## config.mk

```make
export PLATFORM = sky130hd
export DESIGN_NAME = odometer_velocity_estimator_unit
export DESIGN_NICKNAME = d
export VERILOG_FILES = /design/src/design/ove_pkg.sv /design/src/design/odometer_velocity_estimator_unit.sv
export SDC_FILE = /design/constraint.sdc
export NUM_CORES = 2
export LEC_CHECK = 0
export BUFFER_PORTS_ARGS = -buffer_cell sky130_fd_sc_hd__buf_2
export CAP_MARGIN = 20
export CORE_MARGIN = 10
export CORE_UTILIZATION = 44
export CTS_BUF_LIST = sky130_fd_sc_hd__clkbuf_8
export DETAILED_ROUTE_END_ITERATION = 6
export HOLD_SLACK_MARGIN = 0.1
export PLACE_DENSITY_LB_ADDON = 0.1
export SETUP_SLACK_MARGIN = 0.1
export SYNTH_ARGS = -nofsm -noshare
export SYNTH_HDL_FRONTEND = slang
export SYNTH_SLANG_ARGS = --single-unit
```

## constraint.sdc

```tcl
create_clock -name clk -period 14.88 [get_ports clk]
set_input_delay 0.744 -clock clk [delete_from_list [all_inputs] [get_ports clk]]
set_output_delay 0.744 -clock clk [all_outputs]
set_load 0.005 [all_outputs]
```

## src/design/ove_pkg.sv

```systemverilog
// Shared widths, register indices and constants of the odometer velocity estimator.
// Depends on nothing; used by the top level and its checker.
package ove_pkg;

	localparam int COUNT_BITS = 32;
	localparam int TIME_BITS = 32;

	localparam int FIELD_BITS = 32;
	localparam int IN_DATA_BITS = 3 * FIELD_BITS;
	localparam int SPEED_BITS = 32;

	localparam int TICK_LEN_BITS = 20;
	localparam int TIMEOUT_BITS = 24;
	localparam int CFG_INDEX_BITS = 8;
	localparam int CFG_DATA_BITS = 24;

	localparam logic [CFG_INDEX_BITS-1:0] REG_TICK_LENGTH = 8'd0;
	localparam logic [CFG_INDEX_BITS-1:0] REG_STALE_TIMEOUT = 8'd1;

	localparam logic [TICK_LEN_BITS-1:0] TICK_LEN_RESET = 20'd1000;
	localparam logic [TIMEOUT_BITS-1:0] TIMEOUT_RESET = 24'd100000;

	// Micrometres per tick times this gives nanometre-per-tick, i.e. mm/s over us.
	localparam logic [31:0] UM_TO_MM_SCALE = 32'd1000;
	localparam int SCALE_BITS = 30;

	localparam int PRODUCT_BITS = 64;
	localparam int DIVIDEND_BITS = 62;
	localparam int QUO_BITS = 31;
	localparam int ITER_BITS = $clog2(QUO_BITS);

	localparam logic [SPEED_BITS-1:0] SPEED_MAX = {1'b0, {(SPEED_BITS-1){1'b1}}};
	localparam logic [SPEED_BITS-1:0] SPEED_MIN = {1'b1, {(SPEED_BITS-1){1'b0}}};

endpackage

```

## src/design/odometer_velocity_estimator_unit.sv

```systemverilog
// Odometer velocity estimator: microcoded sequencer, shared multiplier and
// a restoring divider. Depends on ove_pkg.
//
// Each input transaction on s_axis carries one sensor report in s_axis_tdata:
// tick_count in bits 31:0, tick_time_us in bits 63:32 and now_us in bits 95:64.
// Each report yields exactly one output transaction on m_axis: the speed in mm/s
// in m_axis_tdata and the fresh-tick flag in m_axis_tuser.
// The configuration channel writes tick_length_um (index 0) or stale_timeout_us
// (index 1) and is always ready; the user must write it only while the block is
// idle, which the block itself does not enforce. One report is processed at a time.
// A report that needs a division (a new tick or a limited speed) passes through
// the 31 iterations of the one-bit-per-cycle divider. Other reports skip the
// divider, the first report after reset being the shortest. The
// output register lets the sequencer return to its wait step while a result is
// pending, so the next report is taken in the cycle after the result is
// registered; if the receiver stalls, the sequencer waits in its final step
// until the output register frees. Reset clears the state, loads the register
// defaults and leaves both channels empty; the first report after reset gives zero.
module odometer_velocity_estimator_unit
	import ove_pkg::*;
(
	input  logic                      clk,
	input  logic                      arst_n,
	input  logic                      s_axis_tvalid,
	output logic                      s_axis_tready,
	input  logic [IN_DATA_BITS-1:0]   s_axis_tdata,   // tick_count, tick_time_us, now_us
	output logic                      m_axis_tvalid,
	input  logic                      m_axis_tready,
	output logic [SPEED_BITS-1:0]     m_axis_tdata,   // speed_mm_s
	output logic                      m_axis_tuser,   // fresh_tick
	input  logic                      cfg_valid,
	output logic                      cfg_ready,
	input  logic [CFG_INDEX_BITS-1:0] cfg_index,
	input  logic [CFG_DATA_BITS-1:0]  cfg_data
);

	localparam logic [3:0] OP_NONE     = 4'd0;
	localparam logic [3:0] OP_SCALE    = 4'd1;
	localparam logic [3:0] OP_MULMAG   = 4'd2;
	localparam logic [3:0] OP_LOADA    = 4'd3;
	localparam logic [3:0] OP_MULDELTA = 4'd4;
	localparam logic [3:0] OP_DIVSET   = 4'd5;
	localparam logic [3:0] OP_DIVSTEP  = 4'd6;
	localparam logic [3:0] OP_DIVEND   = 4'd7;
	localparam logic [3:0] OP_HELD     = 4'd8;
	localparam logic [3:0] OP_ZERO     = 4'd9;
	localparam logic [3:0] OP_VER      = 4'd10;
	localparam logic [3:0] OP_EMIT     = 4'd11;

	localparam logic [3:0] C_NEXT       = 4'd0;
	localparam logic [3:0] C_ALWAYS     = 4'd1;
	localparam logic [3:0] C_NO_IN      = 4'd2;
	localparam logic [3:0] C_NOT_PRIMED = 4'd3;
	localparam logic [3:0] C_TICK_MOVED = 4'd4;
	localparam logic [3:0] C_STALE      = 4'd5;
	localparam logic [3:0] C_SINCE_ZERO = 4'd6;
	localparam logic [3:0] C_A_GT_MUL   = 4'd7;
	localparam logic [3:0] C_ITER_MORE  = 4'd8;
	localparam logic [3:0] C_OUT_BUSY   = 4'd9;

	localparam logic [3:0] S_WAIT    = 4'd0;
	localparam logic [3:0] S_SCALE   = 4'd1;
	localparam logic [3:0] S_MOVED   = 4'd2;
	localparam logic [3:0] S_STALE   = 4'd3;
	localparam logic [3:0] S_SZERO   = 4'd4;
	localparam logic [3:0] S_MULMAG  = 4'd5;
	localparam logic [3:0] S_CMP     = 4'd6;
	localparam logic [3:0] S_LOADA   = 4'd7;
	localparam logic [3:0] S_NEW     = 4'd8;
	localparam logic [3:0] S_DIVSET  = 4'd9;
	localparam logic [3:0] S_DIVSTEP = 4'd10;
	localparam logic [3:0] S_DIVEND  = 4'd11;
	localparam logic [3:0] S_FIRST   = 4'd12;
	localparam logic [3:0] S_ZERO    = 4'd13;
	localparam logic [3:0] S_VER     = 4'd14;
	localparam logic [3:0] S_EMIT    = 4'd15;

	typedef struct packed {
		logic [3:0] op;
		logic [3:0] cond;
		logic [3:0] target;
	} ucode_t;

	// Control store. A step jumps to its target when its condition holds and
	// otherwise falls through; the last step wraps round to the wait step.
	function automatic ucode_t ucode_rom(input logic [3:0] step);
		ucode_t w;
		case (step)
			S_WAIT:    w = '{OP_NONE,     C_NO_IN,      S_WAIT};
			S_SCALE:   w = '{OP_SCALE,    C_NOT_PRIMED, S_FIRST};
			S_MOVED:   w = '{OP_NONE,     C_TICK_MOVED, S_NEW};
			S_STALE:   w = '{OP_NONE,     C_STALE,      S_ZERO};
			S_SZERO:   w = '{OP_NONE,     C_SINCE_ZERO, S_VER};
			S_MULMAG:  w = '{OP_MULMAG,   C_NEXT,       S_WAIT};
			S_CMP:     w = '{OP_NONE,     C_A_GT_MUL,   S_VER};
			S_LOADA:   w = '{OP_LOADA,    C_ALWAYS,     S_DIVSET};
			S_NEW:     w = '{OP_MULDELTA, C_NEXT,       S_WAIT};
			S_DIVSET:  w = '{OP_DIVSET,   C_NEXT,       S_WAIT};
			S_DIVSTEP: w = '{OP_DIVSTEP,  C_ITER_MORE,  S_DIVSTEP};
			S_DIVEND:  w = '{OP_DIVEND,   C_ALWAYS,     S_EMIT};
			S_FIRST:   w = '{OP_HELD,     C_ALWAYS,     S_EMIT};
			S_ZERO:    w = '{OP_ZERO,     C_ALWAYS,     S_EMIT};
			S_VER:     w = '{OP_VER,      C_NEXT,       S_WAIT};
			S_EMIT:    w = '{OP_EMIT,     C_OUT_BUSY,   S_EMIT};
			default:   w = '{OP_NONE,     C_ALWAYS,     S_WAIT};
		endcase
		return w;
	endfunction

	logic [3:0]                pc_q;
	ucode_t                    uw;
	logic                      jump;

	logic [TICK_LEN_BITS-1:0]  tick_len_q;
	logic [TIMEOUT_BITS-1:0]   stale_q;
	logic [COUNT_BITS-1:0]     prior_count_q;
	logic [TIME_BITS-1:0]      prior_tick_q;
	logic                      primed_q;
	logic [SPEED_BITS-1:0]     verified_q;
	logic [SPEED_BITS-1:0]     held_q;
	logic                      out_valid_q;

	logic [COUNT_BITS-1:0]     cnt_q;
	logic [TIME_BITS-1:0]      tt_q;
	logic [TIME_BITS-1:0]      now_q;
	logic                      fresh_q;
	logic [SCALE_BITS-1:0]     a_q;
	logic [PRODUCT_BITS-1:0]   mul_q;
	logic [31:0]               divisor_q;
	logic [31:0]               rem_q;
	logic [QUO_BITS-1:0]       quo_q;
	logic [ITER_BITS-1:0]      iter_q;
	logic                      neg_q;
	logic                      sat_q;
	logic [SPEED_BITS-1:0]     res_q;
	logic [SPEED_BITS-1:0]     out_speed_q;
	logic                      out_fresh_q;

	logic                      in_take;
	logic                      out_busy;
	logic                      emit;
	logic [TIME_BITS-1:0]      since;
	logic [TIME_BITS-1:0]      dt;
	logic [COUNT_BITS-1:0]     diff;
	logic [COUNT_BITS-1:0]     mag_delta;
	logic [SPEED_BITS-1:0]     mag_ver;
	logic [31:0]               mul_x;
	logic [31:0]               mul_y;
	logic [PRODUCT_BITS-1:0]   product;
	logic [32:0]               div_try;
	logic [32:0]               div_diff;
	logic                      div_ge;
	logic [SPEED_BITS-1:0]     quo_ext;
	logic [SPEED_BITS-1:0]     div_res;

	assign uw = ucode_rom(pc_q);

	assign s_axis_tready = (pc_q == S_WAIT);
	assign in_take = s_axis_tvalid && s_axis_tready;
	assign out_busy = out_valid_q && !m_axis_tready;
	assign emit = (uw.op == OP_EMIT) && !out_busy;
	assign cfg_ready = 1'b1;

	assign since = now_q - tt_q;
	assign dt = tt_q - prior_tick_q;
	assign diff = cnt_q - prior_count_q;
	assign mag_delta = diff[COUNT_BITS-1] ? (~diff + 1'b1) : diff;
	assign mag_ver = verified_q[SPEED_BITS-1] ? (~verified_q + 1'b1) : verified_q;

	assign mul_x = (uw.op == OP_MULDELTA) ? 32'(mag_delta) : 32'(mag_ver);
	assign mul_y = (uw.op == OP_MULDELTA) ? 32'(a_q) : 32'(since);
	assign product = 64'(mul_x) * 64'(mul_y);

	assign div_try = {rem_q, quo_q[QUO_BITS-1]};
	assign div_ge = div_try >= {1'b0, divisor_q};
	assign div_diff = div_try - {1'b0, divisor_q};

	assign quo_ext = SPEED_BITS'(quo_q);
	always_comb begin
		if (sat_q) begin
			div_res = neg_q ? SPEED_MIN : SPEED_MAX;
		end else begin
			div_res = neg_q ? (~quo_ext + 1'b1) : quo_ext;
		end
	end

	always_comb begin
		case (uw.cond)
			C_NEXT:       jump = 1'b0;
			C_ALWAYS:     jump = 1'b1;
			C_NO_IN:      jump = !s_axis_tvalid;
			C_NOT_PRIMED: jump = !primed_q;
			C_TICK_MOVED: jump = (tt_q != prior_tick_q);
			C_STALE:      jump = (32'(since) > 32'(stale_q));
			C_SINCE_ZERO: jump = (since == '0);
			C_A_GT_MUL:   jump = (PRODUCT_BITS'(a_q) > mul_q);
			C_ITER_MORE:  jump = (iter_q != ITER_BITS'(QUO_BITS - 1));
			C_OUT_BUSY:   jump = out_busy;
			default:      jump = 1'b0;
		endcase
	end

	always_ff @(posedge clk or negedge arst_n) begin
		if (!arst_n) begin
			pc_q <= S_WAIT;
			tick_len_q <= TICK_LEN_RESET;
			stale_q <= TIMEOUT_RESET;
			prior_count_q <= '0;
			prior_tick_q <= '0;
			primed_q <= 1'b0;
			verified_q <= '0;
			held_q <= '0;
			out_valid_q <= 1'b0;
		end else begin
			pc_q <= jump ? uw.target : pc_q + 4'd1;
			if (cfg_valid && cfg_ready) begin
				if (cfg_index == REG_TICK_LENGTH) begin
					tick_len_q <= cfg_data[TICK_LEN_BITS-1:0];
				end else if (cfg_index == REG_STALE_TIMEOUT) begin
					stale_q <= cfg_data[TIMEOUT_BITS-1:0];
				end
			end
			if (emit) begin
				prior_count_q <= cnt_q;
				prior_tick_q <= tt_q;
				primed_q <= 1'b1;
				held_q <= res_q;
				if (fresh_q) begin
					verified_q <= res_q;
				end
				out_valid_q <= 1'b1;
			end else if (m_axis_tready) begin
				out_valid_q <= 1'b0;
			end
		end
	end

	always_ff @(posedge clk) begin
		if (in_take) begin
			cnt_q <= s_axis_tdata[COUNT_BITS-1:0];
			tt_q <= s_axis_tdata[FIELD_BITS +: TIME_BITS];
			now_q <= s_axis_tdata[2*FIELD_BITS +: TIME_BITS];
			fresh_q <= 1'b0;
		end
		if (emit) begin
			out_speed_q <= res_q;
			out_fresh_q <= fresh_q;
		end
		case (uw.op)
			OP_SCALE: begin
				a_q <= SCALE_BITS'(32'(tick_len_q) * UM_TO_MM_SCALE);
			end
			OP_MULMAG: begin
				mul_q <= product;
			end
			OP_LOADA: begin
				mul_q <= PRODUCT_BITS'(a_q);
				divisor_q <= 32'(since);
				neg_q <= verified_q[SPEED_BITS-1] || (verified_q == '0);
			end
			OP_MULDELTA: begin
				mul_q <= product;
				divisor_q <= 32'(dt);
				neg_q <= diff[COUNT_BITS-1];
				fresh_q <= 1'b1;
			end
			OP_DIVSET: begin
				rem_q <= 32'(mul_q[DIVIDEND_BITS-1:QUO_BITS]);
				quo_q <= mul_q[QUO_BITS-1:0];
				sat_q <= (32'(mul_q[DIVIDEND_BITS-1:QUO_BITS]) >= divisor_q);
				iter_q <= '0;
			end
			OP_DIVSTEP: begin
				rem_q <= div_ge ? div_diff[31:0] : div_try[31:0];
				quo_q <= {quo_q[QUO_BITS-2:0], div_ge};
				iter_q <= iter_q + 1'b1;
			end
			OP_DIVEND: begin
				res_q <= div_res;
			end
			OP_HELD: begin
				res_q <= held_q;
			end
			OP_ZERO: begin
				res_q <= '0;
			end
			OP_VER: begin
				res_q <= verified_q;
			end
			default: begin
			end
		endcase
	end

	assign m_axis_tvalid = out_valid_q;
	assign m_axis_tdata = out_speed_q;
	assign m_axis_tuser = out_fresh_q;

endmodule

```

==> out/summary.txt <==
CP endpoint kind: register
Min cycle time layout: 13.15 ns
Hold bufs inserted after CTS: 82
Post-Synthesis Cells: 7381
Reg2Reg Depth: 38
Area contributors post-synth: fa_1 (28%), edfxtp_1 (15%), ha_1 (9.9%)
Final Cycle Share: 88.4%
Routed WL: 257000 µm
CTS Buffer Depth: 3
Arr. time, crit path: 13.66 ns
WP data required: 15.38 ns
Worst hold path class: primary input to register
RSZ-0062 raised after global routing: false
Die Span X: 415 µm
Share of cells above drive strength 1: 9.16%
Maximum clock rate: 0.0760 GHz
Worst path depth: 38
Post-route DRC: 0
Slowest Stage Delay on Critical Path: 0.89 ns
Largest net degree at the start of global routing: 101
Setup CP Type: register to register
Area grow syn2layout: 9.58%
Max_slew headroom: 19.4%
Post-Route Skew: 0.0512 ns
Congestion Overflow GR: 0
Detailed-router iteration count before antenna repair: 6
TritonCTS Sinks: 533
Yosys warns: 0
Num ports: 169
Hold depth: 1
Antenna violations before repair: 19
CTS tree: done
Fill cells: 14931
Final setup viols: 0
CTS clock-pin slew for the worst setup and hold paths: 0.06 ns
Asr flop ratio synth: 33.4%
Post-synthesis register bit count: 533
Post-CTS Resized: 0
Largest area contributor in the netlist: fa_1
CP bufs+invs: 6
Core footprint: 156000 µm²
CTS buffer count: 98
Run status: complete, no violations
Worst-skew pair later-pin latency: 0.83 ns
Setup TNS: 0 ns
Final Max Tran Viols: 0
Top_reg_cell synth: edfxtp_1
Crit path launch type: register
Die H: 415 µm
Rows: 145
DR iter-0 viols: 5342
Via count: 56093
CP delay by family, top: adder cells
Slowest cell on crit path: nand3_1
Initial Utilization: 44.1%
Average size of a mapped cell: 9.32 µm²
Number of enable flip-flop cells after synthesis: 354
Routed wire per std cell: 26.5 µm
Fin. Hold Viols: 0
Register area share after synthesis: 22.0%
IO Port Bufs: 167
Post-synthesis cell type count: 104
WHS: 0.138 ns
H-tree depth: 3
Net Count, Synth: 9028
Post-synth top area share: 28.2%
Most common cell after layout, fill and taps aside: inv_1
First-pass GRT wire length: 381000 µm
Post-Synthesis Cell Area: 68800 µm²
Max FO, Critical Path: 18
Die ar.: 173000 µm²
Most frequent CP cell: fa_1
Post-CTS Setup Repair Bufs: 0
Commonest non-fill, non-tap cells in the layout: inv_1 (1291), fa_1 (970), nand2_1 (736), nor2_1 (564), ha_1 (544)
Routability cong.: 0.965
Max_cap viols: 0
Antenna violation net count after detailed routing: 0
Nets: 9212
CTS root buffer: clkbuf_8
DR vias/cell: 5.78
Post-DP HPWL: 206000 µm
Register-to-Register Setup Slack: 1.73 ns
Worst-margin pin slew: 1.18 ns
Vias in the first global route: 57312
GRT Overall Usage: 29.5%
## metrics by stage
step                      area, µm²  std cells  util (%)  setup slack, ns
after floorplan               68800       7381         -             3.99
after global placement        72400       9437      46.5             2.21
after detailed placement      72400       9440      46.5             2.04
after CTS                     75400       9708      48.4             1.93
after global routing          75400       9713      48.4             1.05
final                         75400       9713      48.4             1.73
## path summary, 6_finish.rpt
path                                     startpoint                          to
max in group asynchronous                    arst_n      held_q[23]$_DFFE_PN0P_
min in group asynchronous                    arst_n  tick_len_q[13]$_DFFE_PN0P_
worst max register to register   cnt_q[8]$_DFFE_PP_     mul_q[63]$_SDFFCE_PP0P_
worst min-delay path               s_axis_tdata[27]         cnt_q[27]$_DFFE_PP_
worst min register to register  res_q[22]$_DFFE_PP_  m_axis_tdata[22]$_DFFE_PP_
worst max-delay path             cnt_q[8]$_DFFE_PP_     mul_q[63]$_SDFFCE_PP0P_
## worst register-to-register path, delay by kind of cell, from the launching register on
kind,cells,cell delay (ns)
flops,1,0.40
fa+ha+maj,10,4.65
buf+inv,6,0.72
compound gates,10,3.14
simple gates,11,3.23
mux,1,0.70
## Yosys cell counts (all sizes together) (30+ instances only)
| cell type | instances |
|---|---|
| o211ai | 57 |
| fa | 970 |
| or3 | 43 |
| and2 | 81 |
| nor4 | 32 |
| o21a | 52 |
| xnor2 | 120 |
| o31ai | 32 |
| a21oi | 329 |
| buf | 33 |
| and3 | 57 |
| a211oi | 57 |
| inv | 1263 |
| mux2 | 116 |
| a31oi | 40 |
| a21o | 152 |
| nand3 | 147 |
| nor3 | 108 |
| o22ai | 30 |
| nor2b | 46 |
| nand2b | 58 |
| xor2 | 93 |
| mux2i | 48 |
| nand4 | 56 |
| ha | 544 |
| edfxtp | 354 |
| nand2 | 737 |
| dfrtp | 166 |
| nor2 | 570 |
| o21ai | 374 |
| clkbuf | 299 |
## registers in the layout, summed over array words and instances (netlist names), 4 cells and up
register	flops
a_q	27
cnt_q	32
divisor_q	32
held_q	32
iter_q	5
m_axis_tdata	32
mul_q	64
now_q	32
pc_q	4
prior_count_q	32
prior_tick_q	32
quo_q	31
rem_q	32
res_q	32
stale_q	24
tick_len_q	20
tt_q	32
verified_q	32
## cell families after synthesis
kind of cell | after synthesis | synth area share, %
simple gates | 2030 | 13.5
buf+inv | 1596 | 8.74
fa+ha+maj | 1514 | 38.1
compound gates | 1330 | 12.3
flops | 533 | 22.0
xor+xnor | 213 | 2.71
mux | 164 | 2.61
other cells | 1 | 0.00545
## cell type report
type | count | area (µm²) | share of cell area, %
Multi-Input combinational cell | 5252 | 47900 | 63.5
Sequential cell | 533 | 15100 | 20.1
Inverter | 1264 | 4740 | 6.29
Timing Repair Buffer | 416 | 2940 | 3.90
Tap cell | 2058 | 2570 | 3.42
Clock buffer | 107 | 1470 | 1.95
Clock inverter | 79 | 657 | 0.871
Antenna cell | 4 | 10.0 | 0.0133
## per-layer routing
metal / share of wire [%] / vias to the layer above / wire length, µm / GRT usage [%]
met2: 45 / 2138 / 116000 / 46.6
met4: 5.7 / 14 / 14800 / 13.9
li1: - / 24664 / - / -
met5: 0.038 / - / 97 / 0
met1: 42 / 28754 / 107000 / 39.0
met3: 7.6 / 523 / 19500 / 5.69
Power is left out: the tool's default activity adds up to more than one toggle a clock period on the data nets, which glitch-free logic cannot reach.
